### src/sv/fwc_pkg.sv
// ============================================================================
// fwc_pkg
// Shared types, codes and constants of the fade and wipe transition
// controller.
// ============================================================================
`default_nettype none

package fwc_pkg;

    // Step and alpha limits.
    localparam logic [7:0] STEP_MIN   = 8'd1;
    localparam logic [7:0] STEP_MAX   = 8'd255;
    localparam logic [7:0] ALPHA_MIN  = 8'd0;
    localparam logic [7:0] ALPHA_MAX  = 8'd255;
    localparam logic [7:0] FULL_SCALE = 8'd255;

    // Stream widths.
    localparam int IN_DATA_W  = 24;
    localparam int OUT_DATA_W = 112;
    localparam int CFG_DATA_W = 12;

    // Depth of the queue between the front and back parts (power of two).
    localparam int QUEUE_DEPTH = 2;

    // Input command codes.
    typedef enum logic [1:0] {
        OP_TICK     = 2'd0,
        OP_FADE_IN  = 2'd1,
        OP_FADE_OUT = 2'd2,
        OP_LOAD     = 2'd3
    } op_t;

    // Fade phase codes.
    typedef enum logic [1:0] {
        PH_IDLE = 2'd0,
        PH_IN   = 2'd1,
        PH_OUT  = 2'd2,
        PH_DONE = 2'd3
    } phase_t;

    // Draw descriptor kinds.
    typedef enum logic [1:0] {
        KIND_NONE  = 2'd0,
        KIND_BLEND = 2'd1,
        KIND_FULL  = 2'd2,
        KIND_PART  = 2'd3
    } kind_t;

    // Direction of a partial rectangle.
    typedef enum logic [2:0] {
        DIR_LEFT     = 3'd0,
        DIR_RIGHT    = 3'd1,
        DIR_TOP      = 3'd2,
        DIR_BOTTOM   = 3'd3,
        DIR_CENTER_H = 3'd4,
        DIR_CENTER_V = 3'd5
    } dir_t;

    // Configuration register indexes.
    typedef enum logic [2:0] {
        REG_WIPE_MODE     = 3'd0,
        REG_FPS           = 3'd1,
        REG_TARGET_X      = 3'd2,
        REG_TARGET_Y      = 3'd3,
        REG_TARGET_WIDTH  = 3'd4,
        REG_TARGET_HEIGHT = 3'd5,
        REG_SOURCE_WIDTH  = 3'd6,
        REG_SOURCE_HEIGHT = 3'd7
    } cfg_idx_t;

    // Wipe mode codes.
    localparam logic [3:0] WIPE_BLEND         = 4'd0;
    localparam logic [3:0] WIPE_FROM_LEFT     = 4'd1;
    localparam logic [3:0] WIPE_FROM_RIGHT    = 4'd2;
    localparam logic [3:0] WIPE_FROM_TOP      = 4'd3;
    localparam logic [3:0] WIPE_FROM_BOTTOM   = 4'd4;
    localparam logic [3:0] WIPE_FROM_SIDES    = 4'd5;
    localparam logic [3:0] WIPE_CENTER_SIDES  = 4'd6;
    localparam logic [3:0] WIPE_FROM_TOP_BOT  = 4'd7;
    localparam logic [3:0] WIPE_CENTER_TOP_BOT = 4'd8;

    // Configuration register set.
    typedef struct packed {
        logic [3:0]         wipe_mode;
        logic [7:0]         frames_per_second;
        logic signed [11:0] target_x;
        logic signed [11:0] target_y;
        logic [11:0]        target_width;
        logic [11:0]        target_height;
        logic [11:0]        source_width;
        logic [11:0]        source_height;
    } cfg_t;

    localparam cfg_t CFG_RESET = '{
        wipe_mode:         4'd0,
        frames_per_second: 8'd60,
        target_x:          12'sd0,
        target_y:          12'sd0,
        target_width:      12'd640,
        target_height:     12'd480,
        source_width:      12'd640,
        source_height:     12'd480
    };

    // Classified item passed from the front part to the back part.
    typedef struct packed {
        logic [7:0] alpha;
        phase_t     phase;
        kind_t      kind;
        dir_t       dir;
        logic [7:0] amount;
        logic       split;
    } job_t;

    // Draw descriptor as packed on the output data bus, lowest field last.
    typedef struct packed {
        logic [11:0]        src_h;
        logic [11:0]        src_w;
        logic [11:0]        src_y;
        logic [11:0]        src_x;
        logic [11:0]        dest_h;
        logic [11:0]        dest_w;
        logic signed [12:0] dest_y;
        logic signed [12:0] dest_x;
        phase_t             fade_phase;
        logic [7:0]         alpha_now;
    } desc_t;

    localparam int OUT_PAD_W = OUT_DATA_W - $bits(desc_t);

endpackage

`default_nettype wire

### src/sv/fwc_cfg.sv
// ============================================================================
// fwc_cfg
// Configuration register file, written through a plain write port.
// ============================================================================
`default_nettype none

module fwc_cfg
    import fwc_pkg::*;
(
    input  logic                  clk,
    input  logic                  rst_n,
    input  logic                  cfg_we,
    input  logic [2:0]            cfg_index,
    input  logic [CFG_DATA_W-1:0] cfg_data,
    output cfg_t                  cfg
);

    cfg_t cfg_reg;
    cfg_t cfg_next;

    // Decode the register index and update the addressed field.
    always_comb
    begin
        cfg_next = cfg_reg;
        if (cfg_we)
        begin
            case (cfg_idx_t'(cfg_index))
                REG_WIPE_MODE:     cfg_next.wipe_mode         = cfg_data[3:0];
                REG_FPS:           cfg_next.frames_per_second = cfg_data[7:0];
                REG_TARGET_X:      cfg_next.target_x          = $signed(cfg_data);
                REG_TARGET_Y:      cfg_next.target_y          = $signed(cfg_data);
                REG_TARGET_WIDTH:  cfg_next.target_width      = cfg_data;
                REG_TARGET_HEIGHT: cfg_next.target_height     = cfg_data;
                REG_SOURCE_WIDTH:  cfg_next.source_width      = cfg_data;
                REG_SOURCE_HEIGHT: cfg_next.source_height     = cfg_data;
                default:           cfg_next = cfg_reg;
            endcase
        end
    end

    always_ff @(posedge clk or negedge rst_n)
    begin
        if (!rst_n)
        begin
            cfg_reg <= CFG_RESET;
        end
        else
        begin
            cfg_reg <= cfg_next;
        end
    end

    assign cfg = cfg_reg;

endmodule

`default_nettype wire

### src/sv/fwc_front.sv
// ============================================================================
// fwc_front
// Front part: accepts commands, keeps the fade state, derives the step per
// frame with a two-bit-per-cycle divider and classifies each item.
// ============================================================================
`default_nettype none

module fwc_front
    import fwc_pkg::*;
(
    input  logic                 clk,
    input  logic                 rst_n,
    input  cfg_t                 cfg,
    input  logic                 in_valid,
    output logic                 in_ready,
    input  logic [IN_DATA_W-1:0] in_data,
    input  logic [1:0]           in_user,
    input  logic                 q_full,
    output logic                 push,
    output job_t                 push_job
);

    localparam int DIV_CYCLES = 4;
    localparam int DIV_CNT_W  = $clog2(DIV_CYCLES);

    // Architectural fade state.
    logic [7:0] alpha_reg, alpha_next;
    logic [7:0] step_reg, step_next;
    phase_t     phase_reg, phase_next;
    logic       pend_in_reg, pend_in_next;
    logic       pend_out_reg, pend_out_next;

    // Divider control and datapath.
    logic                 div_busy_reg, div_busy_next;
    logic [DIV_CNT_W-1:0] div_cnt_reg, div_cnt_next;
    logic [15:0]          div_rem_reg, div_rem_next;
    logic [7:0]           div_num_reg, div_num_next;
    logic [7:0]           div_quo_reg, div_quo_next;
    logic [15:0]          div_den_reg, div_den_next;

    logic              accept;
    op_t               op;
    logic [15:0]       dur;
    logic [7:0]        load_val;
    logic [15:0]       numer;
    logic              step_sat;
    logic signed [9:0] diff;
    logic signed [9:0] sum;
    logic [7:0]        alpha_dec;
    logic [7:0]        alpha_inc;
    logic [16:0]       r1, r1s, r2, r2s;
    logic              b1, b2;
    logic [7:0]        quo_upd;

    function automatic logic [7:0] clamp_alpha(input logic signed [9:0] v);
        logic [7:0] res;
        if (v < $signed({2'b00, ALPHA_MIN}))
            res = ALPHA_MIN;
        else if (v > $signed({2'b00, ALPHA_MAX}))
            res = ALPHA_MAX;
        else
            res = v[7:0];
        return res;
    endfunction

    function automatic logic [7:0] clamp_step(input logic [7:0] q);
        logic [7:0] res;
        if (q < STEP_MIN)
            res = STEP_MIN;
        else if (q > STEP_MAX)
            res = STEP_MAX;
        else
            res = q;
        return res;
    endfunction

    // Input handshake: stall while the queue is full or a step is pending.
    assign in_ready = !q_full && !div_busy_reg;
    assign accept   = in_valid && in_ready;
    assign push     = accept;

    assign op       = op_t'(in_user);
    assign dur      = in_data[15:0];
    assign load_val = in_data[23:16];

    // Dividend is 255 * frames_per_second; a quotient of 256 or more, or a
    // zero duration, saturates the step straight away.
    assign numer    = {cfg.frames_per_second, 8'd0} - {8'd0, cfg.frames_per_second};
    assign step_sat = (dur == 16'd0) || ({8'd0, numer[15:8]} >= dur);

    // Alpha stepping for a frame tick.
    assign diff      = $signed({2'b00, alpha_reg}) - $signed({2'b00, step_reg});
    assign sum       = $signed({2'b00, alpha_reg}) + $signed({2'b00, step_reg});
    assign alpha_dec = clamp_alpha(diff);
    assign alpha_inc = clamp_alpha(sum);

    // Two restoring division steps per cycle.
    always_comb
    begin
        r1      = {1'b0, div_rem_reg[15:0]} << 1;
        r1[0]   = div_num_reg[7];
        b1      = (r1 >= {1'b0, div_den_reg});
        r1s     = b1 ? (r1 - {1'b0, div_den_reg}) : r1;
        r2      = {r1s[15:0], div_num_reg[6]};
        b2      = (r2 >= {1'b0, div_den_reg});
        r2s     = b2 ? (r2 - {1'b0, div_den_reg}) : r2;
        quo_upd = {div_quo_reg[5:0], b1, b2};
    end

    // State update for the accepted command or the running division.
    always_comb
    begin
        alpha_next    = alpha_reg;
        step_next     = step_reg;
        phase_next    = phase_reg;
        pend_in_next  = pend_in_reg;
        pend_out_next = pend_out_reg;
        div_busy_next = div_busy_reg;
        div_cnt_next  = div_cnt_reg;
        div_rem_next  = div_rem_reg;
        div_num_next  = div_num_reg;
        div_quo_next  = div_quo_reg;
        div_den_next  = div_den_reg;

        if (div_busy_reg)
        begin
            div_rem_next = r2s[15:0];
            div_num_next = {div_num_reg[5:0], 2'b00};
            div_quo_next = quo_upd;
            div_cnt_next = div_cnt_reg + 1'b1;
            if (div_cnt_reg == DIV_CNT_W'(DIV_CYCLES - 1))
            begin
                div_busy_next = 1'b0;
                step_next     = clamp_step(quo_upd);
            end
        end
        else if (accept)
        begin
            case (op)
                OP_TICK:
                begin
                    case (phase_reg)
                        PH_IDLE:
                        begin
                            if (pend_in_reg)
                            begin
                                phase_next   = PH_IN;
                                pend_in_next = 1'b0;
                            end
                            else if (pend_out_reg)
                            begin
                                phase_next    = PH_OUT;
                                pend_out_next = 1'b0;
                            end
                        end
                        PH_IN:
                        begin
                            alpha_next = alpha_dec;
                            if (alpha_dec == ALPHA_MIN)
                                phase_next = PH_DONE;
                        end
                        PH_OUT:
                        begin
                            alpha_next = alpha_inc;
                            if (alpha_inc == ALPHA_MAX)
                                phase_next = PH_DONE;
                        end
                        default:
                        begin
                            phase_next = phase_reg;
                        end
                    endcase
                end
                OP_FADE_IN, OP_FADE_OUT:
                begin
                    phase_next = PH_IDLE;
                    if (op == OP_FADE_IN)
                    begin
                        alpha_next   = ALPHA_MAX;
                        pend_in_next = 1'b1;
                    end
                    else
                    begin
                        alpha_next    = ALPHA_MIN;
                        pend_out_next = 1'b1;
                    end
                    if (step_sat)
                    begin
                        step_next = STEP_MAX;
                    end
                    else
                    begin
                        div_busy_next = 1'b1;
                        div_cnt_next  = '0;
                        div_rem_next  = {8'd0, numer[15:8]};
                        div_num_next  = numer[7:0];
                        div_quo_next  = 8'd0;
                        div_den_next  = dur;
                    end
                end
                default:
                begin
                    alpha_next = load_val;
                end
            endcase
        end
    end

    // Classify the item by the alpha it leaves and the wipe mode.
    always_comb
    begin
        push_job.alpha  = alpha_next;
        push_job.phase  = phase_next;
        push_job.kind   = KIND_NONE;
        push_job.dir    = DIR_LEFT;
        push_job.amount = alpha_next;
        push_job.split  = 1'b0;

        if (alpha_next == ALPHA_MIN)
        begin
            push_job.kind = KIND_NONE;
        end
        else if (alpha_next >= ALPHA_MAX)
        begin
            push_job.kind = KIND_FULL;
        end
        else
        begin
            case (cfg.wipe_mode)
                WIPE_BLEND:
                begin
                    push_job.kind = KIND_BLEND;
                end
                WIPE_FROM_LEFT:
                begin
                    push_job.kind = KIND_PART;
                    push_job.dir  = DIR_RIGHT;
                end
                WIPE_FROM_RIGHT:
                begin
                    push_job.kind = KIND_PART;
                    push_job.dir  = DIR_LEFT;
                end
                WIPE_FROM_TOP:
                begin
                    push_job.kind = KIND_PART;
                    push_job.dir  = DIR_BOTTOM;
                end
                WIPE_FROM_BOTTOM:
                begin
                    push_job.kind = KIND_PART;
                    push_job.dir  = DIR_TOP;
                end
                WIPE_FROM_SIDES:
                begin
                    push_job.kind = KIND_PART;
                    push_job.dir  = DIR_CENTER_H;
                end
                WIPE_CENTER_SIDES:
                begin
                    push_job.kind   = KIND_PART;
                    push_job.dir    = DIR_LEFT;
                    push_job.amount = {1'b0, alpha_next[7:1]};
                    push_job.split  = 1'b1;
                end
                WIPE_FROM_TOP_BOT:
                begin
                    push_job.kind = KIND_PART;
                    push_job.dir  = DIR_CENTER_V;
                end
                WIPE_CENTER_TOP_BOT:
                begin
                    push_job.kind   = KIND_PART;
                    push_job.dir    = DIR_TOP;
                    push_job.amount = {1'b0, alpha_next[7:1]};
                    push_job.split  = 1'b1;
                end
                default:
                begin
                    push_job.kind = KIND_NONE;
                end
            endcase
        end
    end

    // Control and fade state.
    always_ff @(posedge clk or negedge rst_n)
    begin
        if (!rst_n)
        begin
            alpha_reg    <= ALPHA_MIN;
            step_reg     <= 8'd0;
            phase_reg    <= PH_IDLE;
            pend_in_reg  <= 1'b0;
            pend_out_reg <= 1'b0;
            div_busy_reg <= 1'b0;
            div_cnt_reg  <= '0;
        end
        else
        begin
            alpha_reg    <= alpha_next;
            step_reg     <= step_next;
            phase_reg    <= phase_next;
            pend_in_reg  <= pend_in_next;
            pend_out_reg <= pend_out_next;
            div_busy_reg <= div_busy_next;
            div_cnt_reg  <= div_cnt_next;
        end
    end

    // Divider datapath.
    always_ff @(posedge clk)
    begin
        div_rem_reg <= div_rem_next;
        div_num_reg <= div_num_next;
        div_quo_reg <= div_quo_next;
        div_den_reg <= div_den_next;
    end

endmodule

`default_nettype wire

### src/sv/fwc_queue.sv
// ============================================================================
// fwc_queue
// Short first-in first-out queue of classified items between the front and
// back parts.
// ============================================================================
`default_nettype none

module fwc_queue
    import fwc_pkg::*;
(
    input  logic clk,
    input  logic rst_n,
    input  logic push,
    input  job_t push_data,
    output logic full,
    input  logic pop,
    output job_t pop_data,
    output logic empty
);

    localparam int PTR_W = (QUEUE_DEPTH > 1) ? $clog2(QUEUE_DEPTH) : 1;
    localparam int CNT_W = $clog2(QUEUE_DEPTH + 1);

    job_t             mem [QUEUE_DEPTH];
    logic [PTR_W-1:0] wr_ptr_reg, wr_ptr_next;
    logic [PTR_W-1:0] rd_ptr_reg, rd_ptr_next;
    logic [CNT_W-1:0] count_reg, count_next;

    assign full     = (count_reg == CNT_W'(QUEUE_DEPTH));
    assign empty    = (count_reg == '0);
    assign pop_data = mem[rd_ptr_reg];

    // Pointer and fill count update.
    always_comb
    begin
        wr_ptr_next = wr_ptr_reg;
        rd_ptr_next = rd_ptr_reg;
        count_next  = count_reg;
        if (push)
            wr_ptr_next = PTR_W'(wr_ptr_reg + 1'b1);
        if (pop)
            rd_ptr_next = PTR_W'(rd_ptr_reg + 1'b1);
        if (push && !pop)
            count_next = count_reg + 1'b1;
        else if (pop && !push)
            count_next = count_reg - 1'b1;
    end

    always_ff @(posedge clk or negedge rst_n)
    begin
        if (!rst_n)
        begin
            wr_ptr_reg <= '0;
            rd_ptr_reg <= '0;
            count_reg  <= '0;
        end
        else
        begin
            wr_ptr_reg <= wr_ptr_next;
            rd_ptr_reg <= rd_ptr_next;
            count_reg  <= count_next;
        end
    end

    // Storage.
    always_ff @(posedge clk)
    begin
        if (push)
            mem[wr_ptr_reg] <= push_data;
    end

endmodule

`default_nettype wire

### src/sv/fwc_back.sv
// ============================================================================
// fwc_back
// Back part: turns each classified item into one or two draw descriptors,
// scaling sizes by alpha (halved for split wipes) over 255 and holds them
// in an output register.
// ============================================================================
`default_nettype none

module fwc_back
    import fwc_pkg::*;
(
    input  logic                  clk,
    input  logic                  rst_n,
    input  cfg_t                  cfg,
    input  logic                  q_empty,
    input  job_t                  q_data,
    output logic                  q_pop,
    output logic                  out_valid,
    input  logic                  out_ready,
    output logic [OUT_DATA_W-1:0] out_data,
    output logic [1:0]            out_user,
    output logic                  out_last
);

    localparam logic signed [13:0] POS_MAX = 14'sd4095;
    localparam logic signed [13:0] POS_MIN = -14'sd4096;

    typedef enum logic [2:0] {
        B_IDLE,
        B_MUL,
        B_EST,
        B_FIX,
        B_EMIT
    } bstate_t;

    bstate_t     state_reg, state_next;
    job_t        job_reg, job_next;
    logic [19:0] prod_d_reg, prod_d_next;
    logic [19:0] prod_s_reg, prod_s_next;
    logic [11:0] est_d_reg, est_d_next;
    logic [11:0] est_s_reg, est_s_next;
    logic [11:0] part_d_reg, part_d_next;
    logic [11:0] part_s_reg, part_s_next;
    logic        out_valid_reg, out_valid_next;
    desc_t       out_desc_reg, out_desc_next;
    kind_t       out_kind_reg, out_kind_next;
    logic        out_last_reg, out_last_next;

    logic        horiz;
    logic [11:0] dim_d;
    logic [11:0] dim_s;
    logic        out_free;
    desc_t       desc;
    logic [11:0] off_x, off_y, src_ox, src_oy;
    logic signed [13:0] tx_ext, ty_ext;

    // Quotient estimate x*257/65536 never exceeds x/255 and is at most one
    // below it.
    function automatic logic [11:0] est_div(input logic [19:0] x);
        logic [27:0] t;
        t = {8'd0, x} + {x, 8'd0};
        return t[27:16];
    endfunction

    // One compare and increment corrects the estimate.
    function automatic logic [11:0] fix_div(input logic [19:0] x,
                                            input logic [11:0] q0);
        logic [19:0] back_prod;
        logic [19:0] rem;
        back_prod = {q0, 8'd0} - {8'd0, q0};
        rem       = x - back_prod;
        return (rem >= {12'd0, FULL_SCALE}) ? (q0 + 12'd1) : q0;
    endfunction

    function automatic logic signed [12:0] sat_pos(input logic signed [13:0] v);
        logic signed [12:0] res;
        if (v > POS_MAX)
            res = POS_MAX[12:0];
        else if (v < POS_MIN)
            res = POS_MIN[12:0];
        else
            res = v[12:0];
        return res;
    endfunction

    assign horiz = (job_reg.dir == DIR_LEFT) || (job_reg.dir == DIR_RIGHT) ||
                   (job_reg.dir == DIR_CENTER_H);
    assign dim_d = horiz ? cfg.target_width : cfg.target_height;
    assign dim_s = horiz ? cfg.source_width : cfg.source_height;

    assign tx_ext = {{2{cfg.target_x[11]}}, cfg.target_x};
    assign ty_ext = {{2{cfg.target_y[11]}}, cfg.target_y};

    assign out_free = !out_valid_reg || out_ready;

    // Offsets of partial rectangles inside the target and source.
    always_comb
    begin
        off_x  = 12'd0;
        off_y  = 12'd0;
        src_ox = 12'd0;
        src_oy = 12'd0;
        case (job_reg.dir)
            DIR_RIGHT:
            begin
                off_x  = cfg.target_width - part_d_reg;
                src_ox = cfg.source_width - part_s_reg;
            end
            DIR_BOTTOM:
            begin
                off_y  = cfg.target_height - part_d_reg;
                src_oy = cfg.source_height - part_s_reg;
            end
            DIR_CENTER_H:
            begin
                off_x  = {1'b0, cfg.target_width[11:1]} - {1'b0, part_d_reg[11:1]};
                src_ox = {1'b0, cfg.source_width[11:1]} - {1'b0, part_s_reg[11:1]};
            end
            DIR_CENTER_V:
            begin
                off_y  = {1'b0, cfg.target_height[11:1]} - {1'b0, part_d_reg[11:1]};
                src_oy = {1'b0, cfg.source_height[11:1]} - {1'b0, part_s_reg[11:1]};
            end
            default:
            begin
                off_x = 12'd0;
            end
        endcase
    end

    // Descriptor for the current item and direction.
    always_comb
    begin
        desc            = '0;
        desc.alpha_now  = job_reg.alpha;
        desc.fade_phase = job_reg.phase;
        case (job_reg.kind)
            KIND_BLEND, KIND_FULL:
            begin
                desc.dest_x = tx_ext[12:0];
                desc.dest_y = ty_ext[12:0];
                desc.dest_w = cfg.target_width;
                desc.dest_h = cfg.target_height;
                desc.src_w  = cfg.source_width;
                desc.src_h  = cfg.source_height;
            end
            KIND_PART:
            begin
                desc.dest_x = sat_pos(tx_ext + $signed({2'b00, off_x}));
                desc.dest_y = sat_pos(ty_ext + $signed({2'b00, off_y}));
                desc.dest_w = horiz ? part_d_reg : cfg.target_width;
                desc.dest_h = horiz ? cfg.target_height : part_d_reg;
                desc.src_x  = src_ox;
                desc.src_y  = src_oy;
                desc.src_w  = horiz ? part_s_reg : cfg.source_width;
                desc.src_h  = horiz ? cfg.source_height : part_s_reg;
            end
            default:
            begin
                desc.dest_w = 12'd0;
            end
        endcase
    end

    // Sequencer: fetch; for a partial item scale, estimate and correct; then
    // hand descriptors to the output register.
    always_comb
    begin
        state_next     = state_reg;
        job_next       = job_reg;
        prod_d_next    = prod_d_reg;
        prod_s_next    = prod_s_reg;
        est_d_next     = est_d_reg;
        est_s_next     = est_s_reg;
        part_d_next    = part_d_reg;
        part_s_next    = part_s_reg;
        out_valid_next = out_valid_reg;
        out_desc_next  = out_desc_reg;
        out_kind_next  = out_kind_reg;
        out_last_next  = out_last_reg;
        q_pop          = 1'b0;

        if (out_valid_reg && out_ready)
            out_valid_next = 1'b0;

        case (state_reg)
            B_IDLE:
            begin
                if (!q_empty)
                begin
                    q_pop      = 1'b1;
                    job_next   = q_data;
                    state_next = (q_data.kind == KIND_PART) ? B_MUL : B_EMIT;
                end
            end
            B_MUL:
            begin
                prod_d_next = {8'd0, dim_d} * {12'd0, job_reg.amount};
                prod_s_next = {8'd0, dim_s} * {12'd0, job_reg.amount};
                state_next  = B_EST;
            end
            B_EST:
            begin
                est_d_next = est_div(prod_d_reg);
                est_s_next = est_div(prod_s_reg);
                state_next = B_FIX;
            end
            B_FIX:
            begin
                part_d_next = fix_div(prod_d_reg, est_d_reg);
                part_s_next = fix_div(prod_s_reg, est_s_reg);
                state_next  = B_EMIT;
            end
            B_EMIT:
            begin
                if (out_free)
                begin
                    out_valid_next = 1'b1;
                    out_desc_next  = desc;
                    out_kind_next  = job_reg.kind;
                    out_last_next  = !job_reg.split;
                    if (job_reg.split)
                    begin
                        // Second half of a split wipe uses the same sizes.
                        job_next.split = 1'b0;
                        job_next.dir   = dir_t'(job_reg.dir + 3'd1);
                    end
                    else
                    begin
                        state_next = B_IDLE;
                    end
                end
            end
            default:
            begin
                state_next = B_IDLE;
            end
        endcase
    end

    always_ff @(posedge clk or negedge rst_n)
    begin
        if (!rst_n)
        begin
            state_reg     <= B_IDLE;
            out_valid_reg <= 1'b0;
        end
        else
        begin
            state_reg     <= state_next;
            out_valid_reg <= out_valid_next;
        end
    end

    // Payload registers.
    always_ff @(posedge clk)
    begin
        job_reg      <= job_next;
        prod_d_reg   <= prod_d_next;
        prod_s_reg   <= prod_s_next;
        est_d_reg    <= est_d_next;
        est_s_reg    <= est_s_next;
        part_d_reg   <= part_d_next;
        part_s_reg   <= part_s_next;
        out_desc_reg <= out_desc_next;
        out_kind_reg <= out_kind_next;
        out_last_reg <= out_last_next;
    end

    assign out_valid = out_valid_reg;
    assign out_data  = {{OUT_PAD_W{1'b0}}, out_desc_reg};
    assign out_user  = out_kind_reg;
    assign out_last  = out_last_reg;

endmodule

`default_nettype wire

### src/sv/fade_wipe_controller.sv
// A plain descriptor (nothing, blend or full copy) passes the queue, the back part's
// item register and the output register; a partial wipe one also passes the product,
// estimate and corrected-size registers. The back part takes a new item only after
// emitting the last; the 2-entry queue takes short bursts, then the input waits. A
// start command whose step does not saturate holds off input while the divider runs.
// Reset clears the fade state to alpha 0, idle, and loads configuration defaults.
// ============================================================================
// fade_wipe_controller
// Screen fade and wipe transition controller producing draw descriptors.
// ============================================================================
`default_nettype none

module fade_wipe_controller
    import fwc_pkg::*;
(
    input  logic                  clk,
    input  logic                  rst_n,
    // Configuration write port.
    input  logic                  cfg_we,
    input  logic [2:0]            cfg_index,
    input  logic [CFG_DATA_W-1:0] cfg_data,
    // Command stream.
    input  logic                  s_tvalid,
    output logic                  s_tready,
    input  logic [IN_DATA_W-1:0]  s_tdata,   // duration_ms[15:0], alpha_value[23:16]
    input  logic [1:0]            s_tuser,   // op[1:0]
    // Descriptor stream.
    output logic                  m_tvalid,
    input  logic                  m_tready,
    output logic [OUT_DATA_W-1:0] m_tdata,   // alpha_now, fade_phase, dest_x, dest_y,
                                             // dest_w, dest_h, src_x, src_y, src_w, src_h
    output logic [1:0]            m_tuser,   // draw_kind[1:0]
    output logic                  m_tlast
);

    cfg_t cfg;
    logic push;
    job_t push_job;
    logic q_full;
    logic q_empty;
    logic q_pop;
    job_t q_data;

    // Configuration registers.
    fwc_cfg u_cfg (
        .clk       (clk),
        .rst_n     (rst_n),
        .cfg_we    (cfg_we),
        .cfg_index (cfg_index),
        .cfg_data  (cfg_data),
        .cfg       (cfg)
    );

    // Command handling and classification.
    fwc_front u_front (
        .clk      (clk),
        .rst_n    (rst_n),
        .cfg      (cfg),
        .in_valid (s_tvalid),
        .in_ready (s_tready),
        .in_data  (s_tdata),
        .in_user  (s_tuser),
        .q_full   (q_full),
        .push     (push),
        .push_job (push_job)
    );

    // Queue between the two parts.
    fwc_queue u_queue (
        .clk       (clk),
        .rst_n     (rst_n),
        .push      (push),
        .push_data (push_job),
        .full      (q_full),
        .pop       (q_pop),
        .pop_data  (q_data),
        .empty     (q_empty)
    );

    // Descriptor generation.
    fwc_back u_back (
        .clk       (clk),
        .rst_n     (rst_n),
        .cfg       (cfg),
        .q_empty   (q_empty),
        .q_data    (q_data),
        .q_pop     (q_pop),
        .out_valid (m_tvalid),
        .out_ready (m_tready),
        .out_data  (m_tdata),
        .out_user  (m_tuser),
        .out_last  (m_tlast)
    );

endmodule

`default_nettype wire

### config.mk
export PLATFORM = sky130hd
export DESIGN_NAME = fade_wipe_controller
export DESIGN_NICKNAME = d
export VERILOG_FILES = /design/src/sv/fwc_pkg.sv /design/src/sv/fwc_cfg.sv /design/src/sv/fwc_front.sv /design/src/sv/fwc_queue.sv /design/src/sv/fwc_back.sv /design/src/sv/fade_wipe_controller.sv
export SDC_FILE = /design/constraint.sdc
export NUM_CORES = 2
export LEC_CHECK = 0
export BUFFER_PORTS_ARGS = -buffer_cell sky130_fd_sc_hd__buf_2
export CORE_MARGIN = 2
export CORE_UTILIZATION = 40
export CTS_BUF_LIST = sky130_fd_sc_hd__clkbuf_8
export DETAILED_ROUTE_END_ITERATION = 10
export PLACE_DENSITY_LB_ADDON = 0.08
export SYNTH_ARGS = -nofsm -noshare
export SYNTH_HDL_FRONTEND = slang
export SYNTH_SLANG_ARGS = --single-unit
### constraint.sdc
create_clock -name clk -period 14.1 [get_ports clk]
set_input_delay 0.705 -clock clk [delete_from_list [all_inputs] [get_ports clk]]
set_output_delay 0.705 -clock clk [all_outputs]
set_load 0.03 [all_outputs]
# == Yosys cells after proc, flatten, opt, wreduce, memory -nomap -nowiden ==
# Memories as Yosys holds them, arrays and structs flattened.
# Cells that the tools add are included.
# word_totals
n_memories,1
out_inout_bits,117
input_bits,46
register_bits,384
mem_bits_rw,48
wordCells,300
# mem_list
name,words,word_bits,read_ports,rd_ports_with_merged_regs,wr,line_no,rtl
u_queue.mem,2,24,1,0,1,fwc_queue.sv:24,job_t mem [QUEUE_DEPTH];
# op_classes
eq_ne,44
multipliers,2
mux,101
reduce_logical,55
bitwise_logic,3
n_addsub,29
magnitude_cmp,16
# ops
operator,n
$mux W8,18
$pmux W12 S2,6
$mux W12,11
$mux W16,6
$add A20 B28 Y28,2
$mux W13,4
$pmux W26 S2,1
$pmux W24 S2,1
$sub A11 B11 Y12,4
$sub A12 B12 Y12,4
$ge A20 B8 Y1 const B,2
$mul A12 B8 Y20,2
$sub A20 B12 Y20,2
$sub A20 B20 Y20,2
$ge A17 B16 Y1,2
$pmux W8 S2,2
$sub A16 B16 Y16,2
$pmux W3 S5,2
$add A12 B13 Y14,2
$gt A14 B13 Y1 const B,2
$lt A14 B13 Y1 const B,2
$mux W2,14
$add A12 B1 Y12 const B,2
$mux W6,4
other kinds (49),151

# == Depth between registers and ports, before layout ==
# depth
ltp_word,11
depth_mapped,28
mapped_depth_nobuf,25

# == Hierarchy ==
# From an unflattened synthesis, not the netlist that was laid out.
# unflattened
hier_cells,3479
hier_area_um2,35113.7
# by_module_without_submodules
mod,seq_area_each_um2,n_inst,area_per_inst_um2,cells_each
fwc_back,6796.5,1,23073.4,2433
fwc_front,1936.9,1,6771.5,772
fwc_cfg,2122.0,1,3248.1,183
fwc_queue,1541.5,1,2020.7,91

# == Worst setup path after synthesis ==
# OpenSTA, ideal clock, no wires.
# synth_path
kind,reg-to-reg
startpoint,register u_back.job_reg[9] in the netlist's numbering
endpoint,"register u_back.prod_d_reg[19], data pin"
path_stages_with_launch,25
required_ps,13840
setup_slack_ps,7377
setup_ps,260
synth_period_minus_slack_ps,6723
n_path_buf,3
t_arrival_ps,6463
cell_sequence,edfxtp_1 ha_1 nor2b_1 clkbuf_1 nor2_1 clkbuf_1 clkbuf_1 mux2i_1 nor2b_1 fa_1 fa_1 inv_1 fa_1 fa_1 inv_1 ha_1 o21ai_0 a21boi_0 o21ai_0 a22oi_1 a2111oi_0 nor3_1 or3_1 a21oi_1 xnor2_1
# synth_via
elab_chain_len,5
elab_cells_between_ends,7
cone_classes,1 x mul; 2 x eq/ne; 1 x mux; 3 x reduce/logical
# synth_rtl
item,line_no,rtl
"start, declared",fwc_back.sv:37,"job_t job_reg, job_next;"
"start signal, assigned",fwc_back.sv:258,job_reg <= job_next;
$eq A3 B1 Y1 or $logic_not A3 Y1 (tied branches),fwc_back.sv:86,assign horiz = (job_reg.dir == DIR_LEFT) || (job_reg.dir == DIR_RIGHT) ||
$logic_or A1 B1 Y1,fwc_back.sv:86,
$logic_or A1 B1 Y1 (*),fwc_back.sv:86,
$mux W12 (*),fwc_back.sv:88,assign dim_d = horiz ? cfg.target_width : cfg.target_height;
$mul A12 B8 Y20 (*),fwc_back.sv:198,"prod_d_next = {8'd0, dim_d} * {12'd0, job_reg.amount};"
"end signal, assigned",fwc_back.sv:259,prod_d_reg <= prod_d_next;
"end, declared",fwc_back.sv:38,"logic [19:0] prod_d_reg, prod_d_next;"
# Every way passes the cells marked *; elsewhere a longest branch is shown, timed or not.
# A chain may end at the register's enable or synchronous reset.

# == Worst setup path after layout ==
# Same ends and word-level chain as after synthesis.

==> flow_summary.ini <==
[placement]
gp_congestion = 0.920
place_worst_setup_slack_ns = 6.97
port_buffers = 158
place_hpwl_um = 75500

[layout]
final_common_cell = inv_1
drive_gt1_share_pct = 14.2
nFillCells = 8325
largest_reg_flops = 108
layout_common_cells = inv_1, ha_1, edfxtp_1, nand2_1, nor2_1
fin_nets = 4093
synthToLayoutAreaGrowth_pct = 11.0

[global_route]
gr-total-overflow = 0
grt_max_degree = 75
track_usage_pct = 22.3
grt_pass1_vias = 26800
antenna_found_initial = 8
grt_pass1_wl_um = 154000

[synth]
yosysWarningCount = 0
syn_inst = 3419
synth.area.top_cells = edfxtp_1, ha_1, fa_1
avgSynthCellArea_sq_um = 10.0
async_reset_ff_share_pct = 26.6
ys_seq_area_share_pct = 36.1
synth_area_leader_cell = edfxtp_1
synth_top_area_share_pct = 27.5
synth_edf_count = 315
ys_ff_latch = 432
synth_flop_cell = edfxtp_1
synth_area_sq_um = 34300
ys_types = 90

[die]
die_width_um = 297
rows = 107
die_area_sq_um = 88200
core_area_sq_um = 85100
pin_count = 163
die_h_um = 297
initial_utilization_pct = 40.3

[run_status]
status = complete, no violations

[route]
dr.pass1.iters = 6
vias_per_cell = 5.41
routed_wl_um = 98700
vias = 26000
drcViolationCount = 0
drtAntennaViolNets = 0
wl_per_cell_um = 20.6
dr.first_iter.drc_count = 1419

[clock_tree]
cts_buffers = 84
path_clk_slew_ns = 0.05
cts_tree = yes
hold_buffers = 0
cts.sinks = 432
cts-root-buf = clkbuf_8
clkLatencyLatePin_ns = 0.72
cts_max_level = 3
cts_setup_buffers = 0
clockBufferDepth = 3
cts_repair_resize_count = 0

[timing]
final_hold_viol_count = 0
finalMaxSlewViolations = 0
finClkSkew_ns = 0.0393
max_slew_margin_pct = 16.5
fin_tns_setup_ns = 0
tightest_slew_ns = 1.22
fmax_mhz = 139
final.min_clock_period_ns = 7.21
fin_ws_ns = 6.89
rsz0062_at_grt = no
setup-violations-final = 0
period_share_pct = 51.1

[setup_path]
cp_max_fo = 48
critPathSlowestCell = a2111oi_0
critPathRequiredTime_ns = 14.54
path_common_cell = fa_1
slowest_delay_ns = 0.64
cp-end-kind = flop
path_class = flop to flop
crit_arrival_ns = 7.65
start_kind = flop
path_cells = ha_1, nor2b_1, buf_4, nor2_4, buf_4, mux2i_1, nor2b_1, fa_1, fa_1, inv_1, fa_1, fa_1, inv_1, ha_1, o21ai_0, a21boi_0, o21ai_0, a22oi_1, a2111oi_0, nor3_1, or3_1, a21oi_1, xnor2_1

[hold_path]
hold_class = primary input to async pin

[flow_run]
max-cap-violations = 0
-- logic make-up (layout without fill, tap and decap cells) --
family | after synthesis | in the layout | synth area share [%]
other | 1 | 7 | 0.0109
muxes | 190 | 190 | 6.13
DFF | 432 | 432 | 36.1
buffers and inverters | 512 | 746 | 5.70
and+or+nand+nor | 906 | 906 | 13.1
adders and majority gates | 463 | 463 | 20.0
AOI/OAI and AO/OA | 709 | 709 | 13.7
xor gates and xnor gates | 206 | 206 | 5.25
-- layer usage --
layer / part of all wire, % / global-route usage, % / wire length [um]
met1: 44 / 29.0 / 43200
met2: 47 / 36.9 / 46800
met3: 5.4 / 4.26 / 5320
met4: 3.5 / 8.16 / 3430
met5: 0 / 0 / 0
-- synth_stat cells (16+ instances only) --
cell	instances
nand2_1	239
mux2_2	151
a22oi_1	54
a211oi_1	18
mux2i_1	38
nand3_1	46
nor2b_1	77
ha_1	321
o21bai_1	35
fa_1	142
nand4_1	24
xnor2_1	160
xor2_1	46
o21ai_0	119
nor3_1	58
a31oi_1	33
inv_1	403
nor2_1	218
and2_1	102
edfxtp_1	315
o22ai_1	34
nand2b_1	44
dfrtp_1	99
a21oi_1	181
a21o_1	57
dfstp_2	16
o21a_1	21
clkbuf_1	87
nor4_1	18
-- metrics by stage --
step	hold slack [ns]	area, sq um	utilization, %	cells
2_1_floorplan	0.400	34300	-	3422
3_3_place_gp	0.406	36400	42.7	4642
3_5_place_dp	0.410	36400	42.7	4642
4_1_cts	0.0133	38100	44.8	4800
5_1_grt	0.0545	38100	44.8	4803
6_report	0.0566	38100	44.8	4803
-- cell type report --
class,instances,area [sq um],share of cell area [%]
diodes,3,7.51,0.0197
clock buffers,88,1210,3.18
clock inverters,70,536,1.40
inverters,404,1520,3.98
multi-input cells,2478,20000,52.6
flip-flops and latches,432,12400,32.5
well taps,1144,1430,3.75
repair buffers,184,988,2.59
-- path summary, 6_finish.rpt --
kind	from	slack (ns)	cells after the start	to
worst max-delay path	u_back.job_reg[9]	6.89	23	u_back.prod_d_reg[19]
worst min-delay path	rst_n	0.06	1	u_front.phase_reg[1]
worst max register to register	u_back.job_reg[9]	6.89	23	u_back.prod_d_reg[19]
worst min register to register	u_back.desc[2]	0.42	0	u_back.out_data[2]
max in group asynchronous	rst_n	12.52	2	u_cfg.cfg[50]
min in group clk	s_tdata[13]	0.18	1	u_front.div_den_reg[13]
-- worst max-delay path, delay by kind of cell (launching register included) --
family | cells | cell delay, ns
compound gates | 6 | 1.45
xor+xnor | 1 | 0.09
fa+ha+maj | 6 | 2.61
buf+inv | 4 | 0.79
flops | 1 | 0.43
mux | 1 | 0.60
simple gates | 5 | 0.89
Power is left out: the tool's default activity adds up to more than one toggle a clock period on the data nets, which glitch-free logic cannot reach.
